$ cat config.mk
export PLATFORM = sky130hd
export DESIGN_NAME = dqpi_row
export DESIGN_NICKNAME = d
export VERILOG_FILES = /design/src/rtl/dqpi_pkg.sv /design/src/rtl/dqpi_cell.sv /design/src/rtl/dqpi_row.sv
export SDC_FILE = /design/constraint.sdc
export NUM_CORES = 2
export LEC_CHECK = 0
export BUFFER_PORTS_ARGS = -buffer_cell sky130_fd_sc_hd__buf_2
export CAP_MARGIN = 10
export CELL_PAD_IN_SITES_DETAIL_PLACEMENT = 0
export CELL_PAD_IN_SITES_GLOBAL_PLACEMENT = 2
export CORE_MARGIN = 4
export CORE_UTILIZATION = 48
export CTS_CLUSTER_DIAMETER = 150
export CTS_CLUSTER_SIZE = 40
export DETAILED_ROUTE_END_ITERATION = 10
export PLACE_DENSITY_LB_ADDON = 0.1
export SETUP_SLACK_MARGIN = 0.4
export SLEW_MARGIN = 20
export SYNTH_ARGS = -nofsm -noshare
export SYNTH_HDL_FRONTEND = slang
export SYNTH_SLANG_ARGS = --single-unit
$ cat constraint.sdc
create_clock -name clock -period 25.3 [get_ports clock]
set_clock_uncertainty 0.2 [all_clocks]
set_input_delay 1.265 -clock clock [delete_from_list [all_inputs] [get_ports clock]]
set_output_delay 1.265 -clock clock [all_outputs]
set_load 0.01 [all_outputs]
$ cat src/rtl/dqpi_pkg.sv
`timescale 1ns / 1ps
`default_nettype none

package dqpi_pkg;

   localparam int QUEUE_DEPTH_DEF = 16;
   localparam int NAME_BYTES_DEF  = 8;

   localparam logic [3:0] POS_APPEND = 4'd6;
   localparam logic [3:0] POS_HEAD   = 4'd1;

   typedef enum logic [1:0] {
      KIND_APPEND = 2'd0,
      KIND_INSERT = 2'd1,
      KIND_MOVE   = 2'd2
   } kind_type;

   typedef enum logic [1:0] {
      ST_DONE  = 2'd0,
      ST_FULL  = 2'd1,
      ST_EMPTY = 2'd2
   } status_type;

   typedef enum logic [1:0] {
      SEL_HOLD,
      SEL_LOAD,
      SEL_LEFT,
      SEL_RIGHT
   } cell_sel_type;

   typedef struct packed {
      logic ins;
      logic pop;
   } row_ctrl_type;

endpackage

`default_nettype wire

$ cat src/rtl/dqpi_cell.sv
`timescale 1ns / 1ps
`default_nettype none

module dqpi_cell #(
   parameter int NW = 64
) (
   input  wire                        clock,
   input  dqpi_pkg::cell_sel_type     sel,
   input  wire  [NW-1:0]              new_name,
   input  wire  [31:0]                new_value,
   input  wire  [NW-1:0]              left_name,
   input  wire  [31:0]                left_value,
   input  wire  [NW-1:0]              right_name,
   input  wire  [31:0]                right_value,
   output logic [NW-1:0]              name,
   output logic [31:0]                value
);
   import dqpi_pkg::*;

   logic [NW-1:0] name_ff;
   logic [31:0]   value_ff;

   always_ff @(posedge clock) begin
      unique case (sel)
         SEL_LOAD: begin
            name_ff  <= new_name;
            value_ff <= new_value;
         end
         SEL_LEFT: begin
            name_ff  <= left_name;
            value_ff <= left_value;
         end
         SEL_RIGHT: begin
            name_ff  <= right_name;
            value_ff <= right_value;
         end
         default: begin
            name_ff  <= name_ff;
            value_ff <= value_ff;
         end
      endcase
   end

   assign name  = name_ff;
   assign value = value_ff;

endmodule

`default_nettype wire

$ cat src/rtl/dqpi_row.sv
`timescale 1ns / 1ps
`default_nettype none

module dqpi_row #(
   parameter int DEPTH = 16,
   parameter int CW    = 5,
   parameter int IW    = 4,
   parameter int NW    = 64
) (
   input  wire                     clock,
   input  wire                     reset,
   input  dqpi_pkg::row_ctrl_type  ctrl,
   input  wire  [IW-1:0]           ins_idx,
   input  wire  [NW-1:0]           new_name,
   input  wire  [31:0]             new_value,
   output logic [NW-1:0]           head_name,
   output logic [31:0]             head_value,
   output logic [CW-1:0]           count
);
   import dqpi_pkg::*;

   logic [NW-1:0] cell_name  [DEPTH];
   logic [31:0]   cell_value [DEPTH];
   logic [CW-1:0] count_ff;
   logic [CW-1:0] count_in;

   always_comb begin
      priority if (ctrl.ins) begin
         count_in = count_ff + CW'(1);
      end else if (ctrl.pop) begin
         count_in = count_ff - CW'(1);
      end else begin
         count_in = count_ff;
      end
   end

   always_ff @(posedge clock) begin
      if (reset) begin
         count_ff <= '0;
      end else begin
         count_ff <= count_in;
      end
   end

   for (genvar k = 0; k < DEPTH; k++) begin : g_cell
      cell_sel_type  sel;
      logic [NW-1:0] l_name;
      logic [31:0]   l_value;
      logic [NW-1:0] r_name;
      logic [31:0]   r_value;

      if (k == 0) begin : g_first
         assign l_name  = new_name;
         assign l_value = new_value;
      end else begin : g_mid
         assign l_name  = cell_name[k-1];
         assign l_value = cell_value[k-1];
      end

      if (k == DEPTH - 1) begin : g_last
         assign r_name  = cell_name[k];
         assign r_value = cell_value[k];
      end else begin : g_inner
         assign r_name  = cell_name[k+1];
         assign r_value = cell_value[k+1];
      end

      always_comb begin
         priority if (ctrl.ins && ins_idx == IW'(k)) begin
            sel = SEL_LOAD;
         end else if (ctrl.ins && ins_idx < IW'(k)) begin
            sel = SEL_LEFT;
         end else if (ctrl.pop) begin
            sel = SEL_RIGHT;
         end else begin
            sel = SEL_HOLD;
         end
      end

      dqpi_cell #(
         .NW(NW)
      ) u_cell (
         .clock       (clock),
         .sel         (sel),
         .new_name    (new_name),
         .new_value   (new_value),
         .left_name   (l_name),
         .left_value  (l_value),
         .right_name  (r_name),
         .right_value (r_value),
         .name        (cell_name[k]),
         .value       (cell_value[k])
      );
   end

   assign head_name  = cell_name[0];
   assign head_value = cell_value[0];
   assign count      = count_ff;

endmodule

`default_nettype wire

* Yosys cells after proc, flatten, opt, wreduce, memory -nomap -nowiden
Cells that the tools add are included.
** Storage, ports and cells
- Register bits after elaboration :: 1541
- Input port bits :: 104
- Word-level logic and storage cells :: 231
** Operators by class
- Add/sub/neg operators :: 2
- Magnitude comparators :: 16
- Equal/unequal tests :: 62
- Mux-type cells :: 67
- Reduce and logical (&&, ||, !) cells :: 51
** Operator list (count)
- $pmux 64 s3 :: 14
- $pmux 32 s3 :: 14
- $pmux 64 s2 :: 2
- $pmux 32 s2 :: 2
- $mux 2 :: 33
- $eq 2x2->1 const B :: 31
- $reduce_bool 3->1 :: 14
- $eq 2x1->1 const B :: 16
- $eq 4x4->1 const B :: 8
- $logic_and 1x1->1 :: 32
- $lt 4x4->1 const B :: 8
- $eq 4x3->1 const B :: 4
- $lt 4x3->1 const B :: 4
- $mux 5 :: 2
- $eq 4x2->1 const B :: 2
- $lt 4x1->1 const B :: 2
- $lt 4x2->1 const B :: 2
- $reduce_bool 2->1 :: 3
- $add 5x1->5 const B :: 1
- $sub 5x1->5 const B :: 1
- $eq 4x1->1 const B :: 1
- $logic_not 4->1 :: 1
- $reduce_or 2->1 :: 1

* Longest topological paths before layout
- Depth in word-level cells :: 7
- Depth in mapped cells :: 10

* Modules after synthesis
From an unflattened synthesis, not the netlist that was laid out.
** Second synthesis, totals
- Cells, all modules :: 6792
- Area total of the unflattened synthesis :: 79047.1 sq um
** Modules (own cells, without submodules)
- dqpi_cell :: times used 16, cells each 417, area each 4889.7 sq um, seq. area each 2882.8 sq um
- dqpi_row :: times used 1, cells each 120, area each 812.0 sq um, seq. area each 100.1 sq um

* Worst setup path before layout
No wires, ideal clock.
- Kind :: input to register
- Start point :: input ins_idx[3]
- End point :: register g_cell[14].u_cell.name_ff[0] (enable)
- Setup time :: 0.683 ns
- Arrival time :: 8.475 ns
- Data required time :: 24.417 ns
- Path slack :: 15.942 ns
- Cell stages on the path :: 5
- Path buffers :: 2
- Cell sequence :: buf_2 > buf_2 > nand2_1 > nor2_1 > o21ai_0
** Between the ends
- Word-level cells in the longest chain between the ends :: 6
- Elaborated cells on any way between the ends :: 10
- Classes of those cells :: order compare: 1; eq/ne: 4; mux: 2; reduce/logical: 3
** RTL lines
- from (decl) :: line dqpi_row.sv:13 : input wire [IW-1:0] ins_idx,
- $lt 4x4->1 :: line dqpi_row.sv:71 : end else if (ctrl.ins && ins_idx < IW'(k)) begin
- $logic_and 1x1->1 :: line dqpi_row.sv:71
- $mux 2 :: line dqpi_row.sv:71
- $mux 2 (*) :: line dqpi_row.sv:69 : priority if (ctrl.ins && ins_idx == IW'(k)) begin
- $eq 2x1->1 / $eq 2x2->1 (equally long branches) :: line dqpi_cell.sv:24 : unique case (sel)
- $reduce_bool 3->1 (no line) (*)
- to (signal assigned) :: line dqpi_cell.sv:26 : name_ff <= new_name;
- to (signal assigned) :: line dqpi_cell.sv:30 : name_ff <= left_name;
- to (signal assigned) :: line dqpi_cell.sv:34 : name_ff <= right_name;
- to (decl) :: line dqpi_cell.sv:20 : logic [NW-1:0] name_ff;
Every way passes the cells marked *; elsewhere a longest branch is shown, timed or not.
A chain may end at the register's enable or synchronous reset.

* Final worst setup path
- Start point :: input ctrl[1] (netlist bit)
- End point :: register g_cell[12].u_cell.name_ff[63] (enable)
** Between the ends
- Word-level cells in the longest chain between the ends :: 5
- Elaborated cells on any way between the ends :: 8
- Classes of those cells :: eq/ne: 3; mux: 2; reduce/logical: 3
** RTL lines
- from (decl) :: line dqpi_row.sv:12 : input dqpi_pkg::row_ctrl_type ctrl,
- $logic_and 1x1->1 :: line dqpi_row.sv:71
- $mux 2 :: line dqpi_row.sv:71
- $mux 2 (*) :: line dqpi_row.sv:69
- $eq 2x1->1 / $eq 2x2->1 (equally long branches) :: line dqpi_cell.sv:24
- $reduce_bool 3->1 (no line) (*)
- to (signal assigned) :: line dqpi_cell.sv:26
- to (signal assigned) :: line dqpi_cell.sv:30
- to (signal assigned) :: line dqpi_cell.sv:34
- to (decl) :: line dqpi_cell.sv:20
Marked as above.

==> key figures <==
Die
  • Placement row count: 141
  • # IOs: approximately 210
  • Die area: 156000 um^2
  • CORE AREA: 148000 um^2
  • Die H: 395 um
  • Initial Utilization: 48.4%
  • Chip width: between 300 and 400 um

Critical path
  • R2R depth: 5
  • CP Max Fanout: 51
  • Critical path depth: 6
  • Crit path cell chain: buf_2 > a21boi_4 > buf_4 > or3_4 > buf_4 > buf_4
  • Worst Setup SP: ctrl[1]
  • Sum of buffers and inverters on the critical path: 4
  • CP peak stage delay: 0.74 ns
  • Crit-path leading delay family: buffers and inverters
  • CP endpoint kind: register
  • R2R Path End: count[4]
  • Setup Crit Path Kind: in -> reg
  • CP most frequent cell: buf_4
  • CP endpoint: g_cell[12].u_cell.name[63]
  • R2R Path Start: count[0]
  • Reg2reg setup slack: 23.42 ns
  • Critical Path Slowest Stage Cell: buf_4
  • Nature of the critical path startpoint: input port
  • CP Data Required Time: 25.45 ns
  • Critical Path AT: ~5.4 ns

Clock network
  • CTS tree: yes
  • Post-cts resize count: 0
  • Skew-Pair Late Insertion Delay: roughly 0.72 ns
  • H-tree levels: 2
  • Clock transition at the registers of the reported paths: 0.15 ns
  • Root buf cell: clkbuf_16
  • Clk sinks: 1541
  • Post-CTS setup buffers: 0
  • Post-CTS Hold Buffers: 0
  • TritonCTS Buffers: 44
  • Buffer depth of the longest clock path: 3

GRT
  • First-pass GRT wire length: 357 mm
  • Number of global-route vias before repair: 50800
  • GRT overflow: 0
  • Total track usage: 30.3%
  • Initial antenna violation count: 9
  • Largest net degree at the start of global routing: about 170

Detailed routing
  • Drt wl/cell: 33.3 um
  • Post-route ant nets: 0
  • DRT Wirelength: roughly 240 mm
  • Pre-antenna DRT Iters: 9
  • DR vias: 51900
  • Starting DRC count in detailed routing: 8386
  • Vias per Instance: between 7 and 8
  • DR DRC count: 0

Synth
  • Multiplexer share of the synthesized area: roughly 1.6%
  • Avg Synthesized Cell Area: 12.7 um^2
  • Adder-cell area share of the yosys netlist: 0.0977%
  • Largest family of logic cells by synthesized area: compound AO/OA/AOI/OAI gates
  • Post-synth top flop: edfxtp_1
  • Ys Warns: 0
  • Synth async-reset ratio: 0%
  • Syn Nets: 5753
  • Synth cell types: 54
  • Seq/Total Area, Yosys: 64.4%
  • Area share of xor/xnor cells in the synthesized design: less than 1%
  • Post-Syn Instances: 5644
  • Synth Area in Compound Gates: 21.3%
  • Synthesized area: around 72000 um^2
  • Synth Register Bits: 1541
  • Simple-gate share of the synthesized area: 7.39%
  • Number of flops mapped to enable cells by yosys: around 1500

Timing
  • Minimum hold slack: 0.333 ns
  • Endpoints failing setup: 0
  • Final Hold Violating Endpoints: 0
  • Slew headroom: about a fifth
  • Peak Freq: 0.192 GHz
  • Setup TNS: 0 ns
  • Minimum clock period: ~5.2 ns
  • Pins Over Slew Limit: 0
  • Fin crit share: 20.6%
  • RSZ-0062 raised after global routing: no
  • Worst-Margin Slew: 1.18 ns

Placed design
  • Dpl hpwl: 131 mm
  • IO Port Bufs: 204
  • Routability Congestion: 0.814

Pwr
  • Leakage power: 28.9 nW
  • Worst VDD drop: between 50 and 60 uV
  • Pwr Density: ~70 nW/um^2

Final layout
  • Nets: 5497
  • Syn-to-layout area delta: 4.64%
  • Core Util, Final: 50.7%
  • Fraction of layout cells with a size suffix above 1: 9.67%

Outcome
  • Outcome: finished, final reports clean

Worst hold path
  • Hold Path Class: reg -> reg
  • Hold path start: g_cell[3].u_cell.name[30]

Job
  • Max-Cap Viols: 0
==> final cells by class <==
class | count | area [um^2]
Inverter | 293 | 1100
Timing Repair Buffer | 317 | 1910
Antenna cell | 3 | 7.51
Clock inverter | 1 | 20.0
Tap cell | 1930 | 2410
Multi-Input combinational cell | 3191 | 22200
Sequential cell | 1541 | 46200
Fill cell | 13000 | 73100
Clock buffer | 53 | 1160
==> how the worst min path moves through the flow <==
| stage | to | cells past startpoint |
|---|---|---|
| after global placement | count[1] | 2 |
| after detailed placement | count[1] | 2 |
| after CTS | g_cell[4].u_cell.name[30] | 2 |
| final | g_cell[4].u_cell.name[30] | 2 |
| after floorplan | g_cell[14].u_cell.name[63] | 2 |
| after global routing | g_cell[4].u_cell.name[30] | 2 |
==> synthesized netlist by cell type (98+ instances only) <==
cell / n / area [um^2]
edfxtp_1: 1536 / 46100
nand2_1: 684 / 2570
a22oi_1: 673 / 5050
clkbuf_1: 425 / 1600
a221o_1: 383 / 3830
o21ai_0: 365 / 1830
inv_1: 293 / 1100
and3_1: 287 / 1800
a222oi_1: 192 / 1920
buf_2: 149 / 746
and2_1: 102 / 638
a21o_1: 98 / 736
==> tightest hold or removal path: cells and delay by family, from the launching register on <==
kind	cells	cell delay, ns
flip-flops	1	0.37
AND/OR/NAND/NOR	2	0.10
==> metal layers <==
| layer | share of wire [%] | GRT usage (%) |
|---|---|---|
| met5 | 0.0090 | 0 |
| met4 | 2.3 | 6.70 |
| met3 | 10 | 4.77 |
| met2 | 46 | 47.9 |
| met1 | 42 | 44.3 |
==> sequential cells by signal, summed over array words and instances (netlist names) <==
register	cells
count	5
g_cell.u_cell.name	1024
g_cell.u_cell.value	512
==> placed cells by master, fill, tap and decap left out, types with 97 or more instances in the layout <==
master    synthesis  layout
a221o_1         383     383
a22oi_1         673     672
o21ai_0         365     363
and3_1          287     287
inv_1           293     291
buf_4            20     110
o31ai_1          97      97
nand2_1         684     678
a222oi_1        192     192
a21o_1           98      98
mux2_2           97      97
buf_2           149     203
edfxtp_1       1536    1536
==> where the power goes <==
group	switching (W)	total, W	internal (W)
sequential	0.000187	0.00342	0.00323
combinational	0.000549	0.000836	0.000287
clock	0.000779	0.00111	0.000331
==> cell families after synthesis <==
| logic type | after synthesis |
|---|---|
| adder cells (fa/ha/maj) | 5 |
| flip-flops | 1541 |
| multiplexers | 99 |
| XOR/XNOR | 2 |
| buffers and inverters | 912 |
| AO/OA/AOI/OAI | 1964 |
| AND/OR/NAND/NOR | 1121 |
==> per-stage QoR <==
stage | cells | total power [W] | setup slack [ns] | area (um^2)
6_report | 7329 | 0.00536 | 20.10 | 75100
2_1_floorplan | 5644 | 0.00394 | 15.94 | 71700
3_5_place_dp | 7272 | 0.00429 | 19.46 | 73900
5_1_grt | 7326 | 0.00555 | 20.03 | 75100
3_3_place_gp | 7272 | 0.00427 | 19.48 | 73900
4_1_cts | 7326 | 0.00536 | 20.20 | 75100
No activity file was read; power rests on OpenSTA's default activity.
